### src/hw/rtl/lpss_pkg.sv
package lpss_pkg;

  localparam int unsigned STEP_COUNT_DEF = 20;
  localparam int unsigned QUEUE_DEPTH    = 2;

  localparam int unsigned CMD_W   = 3;
  localparam int unsigned LED_W   = 7;
  localparam int unsigned POS_W   = 8;
  localparam int unsigned IDX_IN_W = 5;
  localparam int unsigned WORD_W  = 16;
  localparam int unsigned CNT_W   = 8;
  localparam int unsigned DIV_W   = 8;
  localparam int unsigned OFS_W   = 12;
  localparam int unsigned PULSE_W = 13;
  localparam int unsigned ADDR_W  = 3;
  localparam int unsigned DATA_W  = 32;

  localparam logic [DIV_W-1:0] TICK_DIV_RST  = 8'd10;
  localparam logic [OFS_W-1:0] SERVO_OFS_RST = 12'd1300;

  typedef enum logic [CMD_W-1:0] {
    CMD_TICK   = 3'd0,
    CMD_SET    = 3'd1,
    CMD_WRITE  = 3'd2,
    CMD_PLAY   = 3'd3,
    CMD_STOP   = 3'd4,
    CMD_BUTTON = 3'd5
  } cmd_e;

  typedef enum logic [2:0] {
    OP_NOP,
    OP_TICK,
    OP_SET,
    OP_WRITE,
    OP_PLAY,
    OP_STOP
  } op_e;

  typedef enum logic {
    REG_TICK_DIV  = 1'b0,
    REG_SERVO_OFS = 1'b1
  } reg_e;

  typedef enum logic [1:0] {
    SEQ_IDLE,
    SEQ_CUR,
    SEQ_NXT
  } seq_state_e;

  typedef struct packed {
    op_e                 op;
    logic [LED_W-1:0]    led;
    logic [POS_W-1:0]    servo_a;
    logic [POS_W-1:0]    servo_b;
    logic [IDX_IN_W-1:0] idx;
    logic [WORD_W-1:0]   word;
    logic [CNT_W-1:0]    count;
  } q_entry_t;

  typedef struct packed {
    logic [DIV_W-1:0] tick_div;
    logic [OFS_W-1:0] servo_ofs;
  } cfg_t;

  typedef struct packed {
    logic                done;
    logic [LED_W-1:0]    led;
    logic [PULSE_W-1:0]  pulse_a;
    logic [PULSE_W-1:0]  pulse_b;
    logic                playing;
    logic [IDX_IN_W-1:0] step;
    logic [CNT_W-1:0]    repeats;
  } result_t;

endpackage

### src/hw/rtl/lpss_front.sv
module lpss_front
  import lpss_pkg::*;
#(
  parameter int unsigned STEP_COUNT = STEP_COUNT_DEF
) (
  input  logic                start,
  output logic                busy,
  input  logic [CMD_W-1:0]    command_i,
  input  logic [LED_W-1:0]    led_value_i,
  input  logic [POS_W-1:0]    servo_a_value_i,
  input  logic [POS_W-1:0]    servo_b_value_i,
  input  logic [IDX_IN_W-1:0] step_index_i,
  input  logic [WORD_W-1:0]   step_word_i,
  input  logic [CNT_W-1:0]    repeat_count_i,
  input  logic                q_full_i,
  output logic                q_push_o,
  output q_entry_t            q_entry_o
);

  assign busy     = q_full_i;
  assign q_push_o = start && !q_full_i;

  always_comb begin
    q_entry_o.op      = OP_NOP;
    q_entry_o.led     = led_value_i;
    q_entry_o.servo_a = servo_a_value_i;
    q_entry_o.servo_b = servo_b_value_i;
    q_entry_o.idx     = step_index_i;
    q_entry_o.word    = step_word_i;
    q_entry_o.count   = repeat_count_i;
    case (command_i)
      CMD_TICK: begin
        q_entry_o.op = OP_TICK;
      end
      CMD_SET: begin
        q_entry_o.op = OP_SET;
      end
      CMD_WRITE: begin
        // drop writes beyond the store
        if (32'(step_index_i) < STEP_COUNT) begin
          q_entry_o.op = OP_WRITE;
        end
      end
      CMD_PLAY: begin
        q_entry_o.op = OP_PLAY;
        if (repeat_count_i == '0) begin
          q_entry_o.count = CNT_W'(1);
        end
      end
      CMD_STOP: begin
        q_entry_o.op = OP_STOP;
      end
      CMD_BUTTON: begin
        q_entry_o.op    = OP_PLAY;
        q_entry_o.count = CNT_W'(1);
      end
      default: begin
        q_entry_o.op = OP_NOP;
      end
    endcase
  end

endmodule

### src/hw/rtl/lpss_fifo.sv
module lpss_fifo
  import lpss_pkg::*;
(
  input  logic     clk_i,
  input  logic     rst_ni,
  input  logic     push_i,
  input  q_entry_t push_data_i,
  input  logic     pop_i,
  output q_entry_t head_o,
  output logic     empty_o,
  output logic     full_o
);

  localparam int unsigned PTR_W  = (QUEUE_DEPTH > 1) ? $clog2(QUEUE_DEPTH) : 1;
  localparam int unsigned FILL_W = $clog2(QUEUE_DEPTH + 1);

  q_entry_t            mem_q [QUEUE_DEPTH];
  logic [PTR_W-1:0]    wr_ptr_q, wr_ptr_d;
  logic [PTR_W-1:0]    rd_ptr_q, rd_ptr_d;
  logic [FILL_W-1:0]   fill_q, fill_d;
  logic                do_push, do_pop;

  assign empty_o = (fill_q == '0);
  assign full_o  = (fill_q == FILL_W'(QUEUE_DEPTH));
  assign head_o  = mem_q[rd_ptr_q];
  assign do_push = push_i && !full_o;
  assign do_pop  = pop_i && !empty_o;

  always_comb begin
    wr_ptr_d = wr_ptr_q;
    rd_ptr_d = rd_ptr_q;
    fill_d   = fill_q;
    if (do_push) begin
      wr_ptr_d = (wr_ptr_q == PTR_W'(QUEUE_DEPTH - 1)) ? '0 : wr_ptr_q + PTR_W'(1);
    end
    if (do_pop) begin
      rd_ptr_d = (rd_ptr_q == PTR_W'(QUEUE_DEPTH - 1)) ? '0 : rd_ptr_q + PTR_W'(1);
    end
    if (do_push && !do_pop) begin
      fill_d = fill_q + FILL_W'(1);
    end else if (do_pop && !do_push) begin
      fill_d = fill_q - FILL_W'(1);
    end
  end

  always_ff @(posedge clk_i or negedge rst_ni) begin
    if (!rst_ni) begin
      wr_ptr_q <= '0;
      rd_ptr_q <= '0;
      fill_q   <= '0;
    end else begin
      wr_ptr_q <= wr_ptr_d;
      rd_ptr_q <= rd_ptr_d;
      fill_q   <= fill_d;
    end
  end

  always_ff @(posedge clk_i) begin
    if (do_push) begin
      mem_q[wr_ptr_q] <= push_data_i;
    end
  end

endmodule

### src/hw/rtl/lpss_back.sv
module lpss_back
  import lpss_pkg::*;
#(
  parameter int unsigned STEP_COUNT = STEP_COUNT_DEF
) (
  input  logic     clk_i,
  input  logic     rst_ni,
  input  cfg_t     cfg_i,
  input  q_entry_t head_i,
  input  logic     empty_i,
  output logic     pop_o,
  output result_t  result_o
);

  localparam int unsigned IDX_W = $clog2(STEP_COUNT);
  localparam int unsigned INC_W = IDX_W + 1;

  seq_state_e state_q, state_d;
  logic [IDX_W-1:0] ptr_q, ptr_d;
  logic [CNT_W-1:0] reps_q, reps_d;
  logic [DIV_W-1:0] pre_q, pre_d;
  logic [LED_W-1:0] led_q, led_d;
  logic [POS_W-1:0] sa_q, sa_d;
  logic [POS_W-1:0] sb_q, sb_d;
  logic             done_q, done_d;

  logic [WORD_W-1:0]     mem_q [STEP_COUNT];
  logic [STEP_COUNT-1:0] vld_q;
  logic [WORD_W-1:0]     rd_word_q;
  logic                  rd_vld_q;
  logic [IDX_W-1:0]      rd_addr;
  logic [IDX_W-1:0]      wr_addr;
  logic                  wr_en;
  logic [WORD_W-1:0]     word;

  logic [INC_W-1:0] ptr_inc;
  logic [DIV_W-1:0] div;
  logic [DIV_W-1:0] pre_inc;

  function automatic logic [PULSE_W-1:0] pulse_of(logic [POS_W-1:0] pos,
                                                  logic [OFS_W-1:0] ofs);
    logic [PULSE_W-1:0] p;
    p = '0;
    if (pos != '0) begin
      p = PULSE_W'(ofs) + PULSE_W'(pos);
    end
    return p;
  endfunction

  assign word    = rd_vld_q ? rd_word_q : '0;
  assign ptr_inc = INC_W'(ptr_q) + INC_W'(1);
  assign div     = (cfg_i.tick_div == '0) ? DIV_W'(1) : cfg_i.tick_div;
  assign pre_inc = pre_q + DIV_W'(1);
  assign wr_addr = IDX_W'(head_i.idx);

  always_comb begin
    state_d = state_q;
    ptr_d   = ptr_q;
    reps_d  = reps_q;
    pre_d   = pre_q;
    led_d   = led_q;
    sa_d    = sa_q;
    sb_d    = sb_q;
    done_d  = 1'b0;
    pop_o   = 1'b0;
    wr_en   = 1'b0;
    rd_addr = ptr_q;
    case (state_q)
      SEQ_IDLE: begin
        if (!empty_i) begin
          pop_o  = 1'b1;
          done_d = 1'b1;
          case (head_i.op)
            OP_TICK: begin
              if (pre_inc >= div) begin
                pre_d = '0;
                if (reps_q != '0) begin
                  done_d  = 1'b0;
                  state_d = SEQ_CUR;
                end
              end else begin
                pre_d = pre_inc;
              end
            end
            OP_SET: begin
              reps_d = '0;
              ptr_d  = '0;
              led_d  = head_i.led;
              sa_d   = head_i.servo_a;
              sb_d   = head_i.servo_b;
            end
            OP_WRITE: begin
              wr_en = 1'b1;
            end
            OP_PLAY: begin
              if (reps_q == '0) begin
                reps_d = head_i.count;
              end
            end
            OP_STOP: begin
              reps_d = '0;
              ptr_d  = '0;
            end
            default: begin
            end
          endcase
        end
      end
      SEQ_CUR: begin
        led_d = word[LED_W-1:0];
        sa_d  = word[WORD_W-1:WORD_W-POS_W];
        if (ptr_inc >= INC_W'(STEP_COUNT)) begin
          reps_d  = reps_q - CNT_W'(1);
          ptr_d   = '0;
          done_d  = 1'b1;
          state_d = SEQ_IDLE;
        end else begin
          ptr_d   = ptr_inc[IDX_W-1:0];
          rd_addr = ptr_inc[IDX_W-1:0];
          state_d = SEQ_NXT;
        end
      end
      SEQ_NXT: begin
        // end the run at a zero word
        if (word == '0) begin
          reps_d = reps_q - CNT_W'(1);
          ptr_d  = '0;
        end
        done_d  = 1'b1;
        state_d = SEQ_IDLE;
      end
      default: begin
        state_d = SEQ_IDLE;
      end
    endcase
  end

  always_ff @(posedge clk_i or negedge rst_ni) begin
    if (!rst_ni) begin
      state_q <= SEQ_IDLE;
      ptr_q   <= '0;
      reps_q  <= '0;
      pre_q   <= '0;
      led_q   <= '0;
      sa_q    <= '0;
      sb_q    <= '0;
      done_q  <= 1'b0;
    end else begin
      state_q <= state_d;
      ptr_q   <= ptr_d;
      reps_q  <= reps_d;
      pre_q   <= pre_d;
      led_q   <= led_d;
      sa_q    <= sa_d;
      sb_q    <= sb_d;
      done_q  <= done_d;
    end
  end

  always_ff @(posedge clk_i) begin
    if (wr_en) begin
      mem_q[wr_addr] <= head_i.word;
    end
    rd_word_q <= mem_q[rd_addr];
  end

  always_ff @(posedge clk_i or negedge rst_ni) begin
    if (!rst_ni) begin
      vld_q    <= '0;
      rd_vld_q <= 1'b0;
    end else begin
      if (wr_en) begin
        vld_q[wr_addr] <= 1'b1;
      end
      rd_vld_q <= vld_q[rd_addr];
    end
  end

  assign result_o.done    = done_q;
  assign result_o.led     = led_q;
  assign result_o.pulse_a = pulse_of(sa_q, cfg_i.servo_ofs);
  assign result_o.pulse_b = pulse_of(sb_q, cfg_i.servo_ofs);
  assign result_o.playing = (reps_q != '0);
  assign result_o.step    = IDX_IN_W'(ptr_q);
  assign result_o.repeats = reps_q;

endmodule

### src/hw/rtl/led_servo_pattern_sequencer.sv
// Channel   Direction  Handshake               Payload
// command   in         start high, busy low    command_i and its operand fields
// result    out        done_o strobe, 1 cycle  led_out_o .. repeats_left_o
// config    in         APB write, pready high  tick_divider, servo_offset_us
//
// Commands pass through the queue; each result is registered before done_o rises.
// Tick, set, write, play, stop and button are handled in the idle state; a tick that
// runs a step then visits SEQ_CUR and, unless the step is the last entry, SEQ_NXT.
// busy is high while the two-entry command queue is full; results cannot be stalled.
// Reset clears playback, outputs, the step store valid bits and the queue, and loads
// tick_divider 10 and servo_offset_us 1300.
module led_servo_pattern_sequencer
  import lpss_pkg::*;
#(
  parameter int unsigned STEP_COUNT = STEP_COUNT_DEF
) (
  input  logic                clk_i,
  input  logic                rst_ni,
  input  logic                start,
  output logic                busy,
  input  logic [CMD_W-1:0]    command_i,
  input  logic [LED_W-1:0]    led_value_i,
  input  logic [POS_W-1:0]    servo_a_value_i,
  input  logic [POS_W-1:0]    servo_b_value_i,
  input  logic [IDX_IN_W-1:0] step_index_i,
  input  logic [WORD_W-1:0]   step_word_i,
  input  logic [CNT_W-1:0]    repeat_count_i,
  output logic                done_o,
  output logic [LED_W-1:0]    led_out_o,
  output logic [PULSE_W-1:0]  servo_a_pulse_o,
  output logic [PULSE_W-1:0]  servo_b_pulse_o,
  output logic                playing_o,
  output logic [IDX_IN_W-1:0] step_now_o,
  output logic [CNT_W-1:0]    repeats_left_o,
  input  logic                psel,
  input  logic                penable,
  input  logic                pwrite,
  input  logic [ADDR_W-1:0]   paddr,
  input  logic [DATA_W-1:0]   pwdata,
  output logic [DATA_W-1:0]   prdata,
  output logic                pready
);

  cfg_t     cfg_q;
  logic     q_push, q_pop, q_full, q_empty;
  q_entry_t q_in, q_head;
  result_t  res;
  logic     cfg_wr;

  assign pready = 1'b1;
  assign cfg_wr = psel && penable && pwrite && pready;

  always_ff @(posedge clk_i or negedge rst_ni) begin
    if (!rst_ni) begin
      cfg_q.tick_div  <= TICK_DIV_RST;
      cfg_q.servo_ofs <= SERVO_OFS_RST;
    end else if (cfg_wr) begin
      case (reg_e'(paddr[2]))
        REG_TICK_DIV:  cfg_q.tick_div  <= pwdata[DIV_W-1:0];
        REG_SERVO_OFS: cfg_q.servo_ofs <= pwdata[OFS_W-1:0];
        default: begin
        end
      endcase
    end
  end

  always_comb begin
    case (reg_e'(paddr[2]))
      REG_TICK_DIV:  prdata = DATA_W'(cfg_q.tick_div);
      REG_SERVO_OFS: prdata = DATA_W'(cfg_q.servo_ofs);
      default:       prdata = '0;
    endcase
  end

  lpss_front #(
    .STEP_COUNT(STEP_COUNT)
  ) u_front (
    .start          (start),
    .busy           (busy),
    .command_i      (command_i),
    .led_value_i    (led_value_i),
    .servo_a_value_i(servo_a_value_i),
    .servo_b_value_i(servo_b_value_i),
    .step_index_i   (step_index_i),
    .step_word_i    (step_word_i),
    .repeat_count_i (repeat_count_i),
    .q_full_i       (q_full),
    .q_push_o       (q_push),
    .q_entry_o      (q_in)
  );

  lpss_fifo u_fifo (
    .clk_i      (clk_i),
    .rst_ni     (rst_ni),
    .push_i     (q_push),
    .push_data_i(q_in),
    .pop_i      (q_pop),
    .head_o     (q_head),
    .empty_o    (q_empty),
    .full_o     (q_full)
  );

  lpss_back #(
    .STEP_COUNT(STEP_COUNT)
  ) u_back (
    .clk_i   (clk_i),
    .rst_ni  (rst_ni),
    .cfg_i   (cfg_q),
    .head_i  (q_head),
    .empty_i (q_empty),
    .pop_o   (q_pop),
    .result_o(res)
  );

  assign done_o          = res.done;
  assign led_out_o       = res.led;
  assign servo_a_pulse_o = res.pulse_a;
  assign servo_b_pulse_o = res.pulse_b;
  assign playing_o       = res.playing;
  assign step_now_o      = res.step;
  assign repeats_left_o  = res.repeats;

endmodule

### config.mk
export PLATFORM = sky130hd
export DESIGN_NAME = led_servo_pattern_sequencer
export DESIGN_NICKNAME = d
export VERILOG_FILES = /design/src/hw/rtl/lpss_pkg.sv /design/src/hw/rtl/lpss_front.sv /design/src/hw/rtl/lpss_fifo.sv /design/src/hw/rtl/lpss_back.sv /design/src/hw/rtl/led_servo_pattern_sequencer.sv
export SDC_FILE = /design/constraint.sdc
export NUM_CORES = 1
export LEC_CHECK = 0
export BUFFER_PORTS_ARGS = -buffer_cell sky130_fd_sc_hd__buf_2
export CORE_MARGIN = 2
export CORE_UTILIZATION = 50
export DETAILED_ROUTE_END_ITERATION = 8
export HOLD_SLACK_MARGIN = 0.02
export PLACE_DENSITY = 0.68
export SLEW_MARGIN = 40
export SYNTH_ARGS = -nofsm -noshare
export SYNTH_HDL_FRONTEND = slang
export SYNTH_SLANG_ARGS = --single-unit
### constraint.sdc
create_clock -name clk_i -period 4.2 [get_ports clk_i]
set_input_delay 0.42 -clock clk_i [delete_from_list [all_inputs] [get_ports clk_i]]
set_output_delay 0.42 -clock clk_i [all_outputs]
set_load 0.05 [all_outputs]
==> results.toml <==
[worst_setup_path]
start_kind = "register"
slowest_stage = "dfrtp_1"
crit_chain = "ha_1 -> nand4b_1 -> nor2_1 -> a21oi_1 -> ha_1 -> a21o_4 -> buf_4 -> mux4_2 -> and2_1 -> a211oi_1 -> o41ai_2"
crit_path_start = "u_back.ptr_q[1]$_DFFE_PN0P_"
end_kind = "register"
reg2reg_depth = 11
path_max_fanout = 27
cp_common_cell = "ha_1"
max_stage_delay_ps = 570
cp.depth = 11
required_ps = 4680
cp_top_family = "compound AO/OA/AOI/OAI gates"
cp.arrival_ps = 4310
critPathBufInv = 1
worstSetupPathType = "reg -> reg"
timing.rr.start = "u_back.ptr_q[1]$_DFFE_PN0P_"

[drt]
first_pass_iters = 6
drtIter0Drc = 1271
ant_nets = 0
routed_wirelength_um = 54190
num_vias = 14060
wl_per_cell_um = 21.81
drc = 0
routed_via_density = 5.658

[power_and_ir_drop]
clock_power_share = 0.261
power_mw = 17.49
seqPwrFrac = 0.423
p_int_mw = 11.22
switching_power_mw = 6.271
p_sw_frac = 0.3586
ir_drop_v = 0.0008301
pwr-share-comb = 0.317
p_per_area_nw_per_um2 = 659.8
leakage_nw = 9.879

[cts]
clk_pin_slew_ps = 60
ctsResizeCount = 0
cts_buffer_depth = 3
postCtsSetupRepairBufs = 0
htreeDepth = 2
numClockSinks = 538
root_buffer = "clkbuf_16"
cts_made_buffers = 53
cts_tree = "built"
clock_latency_ps = 610

[logic_synthesis]
synth_cell_types = 72
synth_ff_type = "edfxtp_1"
ys.warnings.count = 0
ys_async_sr_fraction = 0.1710
syn-cell-area_um2 = 22940
synth_area_leaders = "edfxtp_1 56%, dfrtp_1 9.4%, mux4_2 3.2%"
avgSynthCellArea_um2 = 14.01
ys_ff_latch = 538
syn-instance-count = 1638
synth_edf_count = 430
synth_common_cells = "430 x edfxtp_1, 198 x nand2_1, 124 x nor2_1"
synth-seq-area-share = 0.6774
synth_top_area_cell = "edfxtp_1"
post-synth-top-count-cell = "edfxtp_1"
synth.top_cell.area_share = 0.5628

[sta]
finalCriticalPeriod_ps = 3826
setup_viol = 0
whs_ps = 56.45
slew_headroom = 0.4225
fmax_mhz = 261.4
hold_viol = 0
setup_tns_ps = 0
clock-skew-final_ps = 28.11
slew_violations = 0
rsz0062_at_grt = "no"
fin_crit_sh = 0.9109
tightest_slew_ps = 866.3

[place]
hpwl_um = 33470
routabilityCongestion = 0.8399
port_buffers = 134

[hold_path]
worstHoldPathCells = 2
hold_path.class = "in -> reg"
hold_path_startpoint = "pwdata[9]"

[cells_and_area]
regArea_um2 = 15540
drive_gt1_frac = 0.2135
fillers = 3505
nets = 1969
area_growth_pct = 15.52
multi_input_area_um2 = 6875

[status]
status = "finished clean"

[global_routing]
grt_usage = 0.2285
grt_max_degree = 56
grt_pass1_vias = 13700
antenna_found_initial = 1
grt_first_pass_wirelength_um = 80900
grt_overflow = 0

[floorplanning]
initial_core_util = 0.5056
fp.dieH_um = 218.2
std_cell_rows = 78
io_pins = 178
fp.dieW_um = 218.2
dieArea_um2 = 47620
coreArea_um2 = 45380

[run]
maxCapViolCount = 0
==> power by group through the flow <==
stage                     registers (mW)  clock network [mW]  logic (mW)
after floorplan                     7.48                   0        3.96
after global placement              7.47                   0        5.35
after detailed placement            7.49                   0        5.47
after CTS                           7.39                4.64        5.52
after global routing                7.46                4.84        5.97
final                               7.39                4.56        5.54
==> through the flow <==
stage | area, um^2 | util | setup slack (ps) | std cells
global placement | 24310 | 0.5356 | 447.2 | 2335
global route | 26500 | 0.5840 | 125.1 | 2484
CTS | 26490 | 0.5838 | 166.2 | 2483
finish | 26510 | 0.5841 | 374.2 | 2485
detailed placement | 24340 | 0.5363 | 392.5 | 2336
floorplan | 23020 | - | 650.0 | 1657
==> final timing paths <==
kind	endpoint	slack (ps)
max	u_back.rd_word_q[14]$_DFF_P_	370
min	cfg_q[9]$_DFFE_PN0P_	60
max reg2reg	u_back.rd_word_q[14]$_DFF_P_	370
min reg2reg	u_back.vld_q[0]$_DFFE_PN0P_	470
max in group asynchronous	cfg_q[2]$_DFFE_PN1P_	3040
min in group asynchronous	u_back.vld_q[6]$_DFFE_PN0P_	370
==> cell type report <==
type	count	share of cell area
timing repair buffer	228	0.05882
clock buffer	71	0.05485
clock inverter	29	0.008733
sequential	538	0.5864
tap	600	0.02832
antenna	2	0.0001888
multi-input combinational	994	0.2594
inverter	23	0.003257
==> layer usage <==
layer  track usage  part of all wire
met1        0.3127              0.42
met4       0.07596             0.026
met3       0.04245             0.069
met5             0                 0
met2        0.3708              0.49
==> layout by cell type, fill, tap and decap left out, types with 8 or more instances in the layout <==
cell type	Yosys	layout
o21a_1	10	9
ha_1	33	33
buf_4	29	43
dfxtp_1	16	16
buf_2	25	133
nand3_1	75	75
conb_1	2	21
mux2_2	41	41
mux2i_1	65	65
nor3_1	8	8
nand2_1	198	198
mux4_2	33	33
edfxtp_1	430	430
clkbuf_1	33	12
and2_1	30	30
dfrtp_1	86	85
a21o_1	12	11
nor2_1	124	123
a211oi_1	16	16
xnor2_1	13	13
o32a_2	8	8
nor2b_1	12	12
xor2_1	17	17
clkinv_2	0	14
a21oi_1	79	77
o21ai_0	51	50
o21ai_1	8	8
nand2b_1	9	9
inv_1	23	23
o32a_1	8	8
dlygate4sd3_1	0	47
or2_2	17	17
clkbuf_16	0	53
o41ai_2	16	17
==> what timing repair did <==
action / 4_1_cts / 5_1_grt
setup endpoints to repair: 0 / 0
hold endpoints to repair: 112 / 0
hold buffers: 47 / 0
==> logic make-up after synthesis <==
logic type      after synthesis  share of synthesized area
xor+xnor                     31                    0.01216
buf+inv                     125                    0.02917
mux                         139                    0.08087
simple gates                518                     0.1033
fa+ha+maj                    35                    0.01974
other cells                   2                  0.0003273
flops                       538                     0.6774
compound gates              250                    0.07705
==> flip-flops by register name, indices dropped and copies added, names as in the netlist, 2 cells and up <==
| name | flops |
|---|---|
| u_back.mem_q | 320 |
| u_fifo.mem_q | 110 |
| cfg_q | 20 |
| u_back.vld_q | 20 |
| u_back.rd_word_q | 16 |
| u_back.pre_q | 8 |
| u_back.reps_q | 8 |
| u_back.sa_q | 8 |
| u_back.sb_q | 8 |
| u_back.led_q | 7 |
| u_back.ptr_q | 5 |
| u_back.state_q | 2 |
| u_fifo.fill_q | 2 |
(Power assumes the default switching activity.)
